[src/psbs_ram.sv]
// Generic single-write, single-read RAM with registered read data.
`default_nettype none

module psbs_ram #(
    parameter int WIDTH = 8,
    parameter int DEPTH = 16
) (
    input  wire logic                     clk,
    input  wire logic                     wr_en,
    input  wire logic [$clog2(DEPTH)-1:0] wr_addr,
    input  wire logic [WIDTH-1:0]         wr_data,
    input  wire logic                     rd_en,
    input  wire logic [$clog2(DEPTH)-1:0] rd_addr,
    output logic      [WIDTH-1:0]         rd_data
);

    logic [WIDTH-1:0] mem_reg [DEPTH];
    logic [WIDTH-1:0] rd_data_reg;

    // Write port
    always_ff @(posedge clk)
    begin
        if (wr_en)
        begin
            mem_reg[wr_addr] <= wr_data;
        end
    end

    // Read port, registered read data
    always_ff @(posedge clk)
    begin
        if (rd_en)
        begin
            rd_data_reg <= mem_reg[rd_addr];
        end
    end

    assign rd_data = rd_data_reg;

endmodule : psbs_ram

`default_nettype wire

[config.mk]
export PLATFORM = sky130hd
export DESIGN_NAME = psbs_ram
export DESIGN_NICKNAME = d
export VERILOG_FILES = /design/src/psbs_ram.sv
export SDC_FILE = /design/constraint.sdc
export NUM_CORES = 1
export LEC_CHECK = 0
export ABC_AREA = 1
export BUFFER_PORTS_ARGS = -buffer_cell sky130_fd_sc_hd__buf_2
export CORE_MARGIN = 10
export CORE_UTILIZATION = 25
export DETAILED_ROUTE_END_ITERATION = 8
export MAX_ROUTING_LAYER = met4
export PLACE_DENSITY_LB_ADDON = 0.08
export SKIP_CTS_REPAIR_TIMING = 1
export SKIP_LAST_GASP = 1
export SYNTH_ARGS = -nofsm -noshare
export SYNTH_HDL_FRONTEND = slang
export SYNTH_SLANG_ARGS = --single-unit
[constraint.sdc]
create_clock -name clk -period 1.2 [get_ports clk]
set_input_delay 0.24 -clock clk [delete_from_list [all_inputs] [get_ports clk]]
set_output_delay 0.24 -clock clk [all_outputs]
set_load 0.01 [all_outputs]
==> flow_summary.ini <==
[status]
status = finished with violations
failed_checks = negative setup slack

[drt]
wl_met3_um = 463
drt-initial-drc-count = 205
ant_nets = 0
wl_met1_um = 8112
num_vias = 3936
route.met2.wl_um = 7555
first_pass_iters = 4
wl_per_cell_um = 17.25
drc = 0
wl_um = 16230
vias_per_cell = 4.183
top_layer_used = met4

[finish]
num-fill-cells = 2390
fin_util_pct = 31.88
seqCellArea_um2 = 4084
nets = 633
layout_commonest_cell = nand2_1
layout-drive-gt1-share_pct = 17.86
multi_input_area_um2 = 1274
final_cell_mix = nand2_1 (173), edfxtp_1 (136), inv_1 (100)
area_delta_synth_final_pct = 24.59
largest_register_ffs = 128

[worst_hold_path]
hp-class = input pin to flop

[clock_tree]
insertion_delay_ns = 0.42
clock-sinks = 136
path_clk_slew_ns = 0.06
cts_tree = yes
clk_path_buf_depth = 2
cts_root_buffer = clkbuf_16
cts_buffers = 17
h-tree-depth = 4

[sta]
finalHoldViolations = 0
slew_viol_final = 0
rsz0062_at_grt = true
worst_slack_ns = -0.08425
finalCritPeriodShare_pct = 107.0
tightest_slew_ns = 0.4353
final-setup-viol-count = 3
skew_ns = 0.006838
slew_headroom_pct = 70.95
tns_ns = -0.1683
period_minus_slack_ns = 1.284
fmax_ghz = 0.7787

[critical_path]
max_stage_delay_ns = 0.44
critPathRequiredTime_ns = 0.96
startpoint = rd_data[0]
worstSetupEndpoint = rd_data[0]
worst-path-buf-inv = 1
worstPathArrival_ns = 1.04
r2r_start = mem_reg[0][0]
worst_r2r_path_depth = 6
worstSetupPathType = flop to output port
path_delay_family = flip-flops
critPathCaptureType = output port
reg2reg_to = rd_data[0]
worstSetupStartpointType = flop
worst_path_max_delay_cell = edfxtp_1
worst-path-stages = 1
regToRegSetupSlack_ns = 0.09
crit_chain = buf_2
critPathMaxFanout = 1

[yosys]
synth.net_count = 570
synth.avg_cell_area_um2 = 10.61
ys_warn_count = 0
syn_inst = 551
netlist_area_um2 = 5847
yosys_register_bits = 136
synth_cell_type_count = 11
yosysSeqAreaShare_pct = 69.85

[power_and_ir_drop]
ir_worst_vdd_v = 0.0006990
powerDensity_nw_per_um2 = 1567
p_leak_nw = 3.096

[floorplanning]
dieArea_um2 = 29900
core_area_um2 = 22850
die_w_um = 172.9
ios = 27
start_util_pct = 25.59
row_count = 55
die_y_um = 172.9

[place]
port-buffer-count = 26
place_congestion = 0.7630
dp.final_hpwl_um = 11070

[grt]
antenna_found_initial = 0
grtUsageTotal_pct = 11.38
grt_max_degree = 33
grt_pass1_vias = 4142
grt-ovfl-total = 0
grt_pass1_wl_um = 24760

[flow_run]
max_cap_viol_count = 0
[layout make-up]
cell class,instances,share of cell area (%)
tap,313,5.376
inverter,102,5.256
sequential,136,56.06
clock buffer,18,5.891
multi-input combinational,289,17.49
antenna,1,0.03435
clock inverter,14,2.147
timing repair buffer,68,7.746
[layer usage]
metal,up-vias,GRT usage [%]
met2,61,17.30
met5,-,-
li1,1909,-
met1,1956,14.93
met4,0,3.162
met3,10,2.592
[worst min-delay path by stage]
stage	startpoint	end	slack, ns	cells after the start
global placement	rd_en	rd_data[1]	0.63	1
floorplan	wr_data[0]	mem_reg[0][0]	0.34	0
finish	rd_en	rd_data[2]	0.21	1
CTS	rd_en	rd_data[2]	0.18	1
global route	rd_en	rd_data[2]	0.19	1
detailed placement	rd_en	rd_data[2]	0.63	1
[report_power, final]
part           total [W]  leakage, nW  switching [W]  internal, W
Sequential       0.00538         1.24      0.0000324      0.00535
Combinational   0.000790         1.57       0.000516     0.000274
Clock            0.00524        0.287        0.00200      0.00324
[stage by stage]
step                power (W)  setup slack [ns]  hold WS [ns]  instances  instance area [um2]
floorplan            0.005862          0.009155        0.3389        551                 5847
global placement     0.006275           -0.3872        0.6300        908                 6630
detailed placement   0.006277           -0.3983        0.6293        908                 6630
CTS                   0.01155           -0.1007        0.1833        940                 7216
global route          0.01185           -0.1095        0.1865        940                 7282
finish                0.01142          -0.08425        0.2080        941                 7284
[Yosys cell counts]
cell type / n / share of area, %
nand2_1: 173 / 11
edfxtp_1: 136 / 70
inv_1: 100 / 6.4
nand3_1: 97 / 8.3
nor2_1: 17 / 1.1
buf_2: 13 / 1.1
buf_6: 6 / 1.2
buf_4: 4 / 0.51
inv_2: 2 / 0.13
nand3b_1: 2 / 0.26
buf_1: 1 / 0.064
[kinds of logic after synthesis]
logic type / synth area share (%)
AND/OR/NAND/NOR: 20.76
buffers and inverters: 9.394
flip-flops: 69.85
No activity file was read; power rests on OpenSTA's default activity.
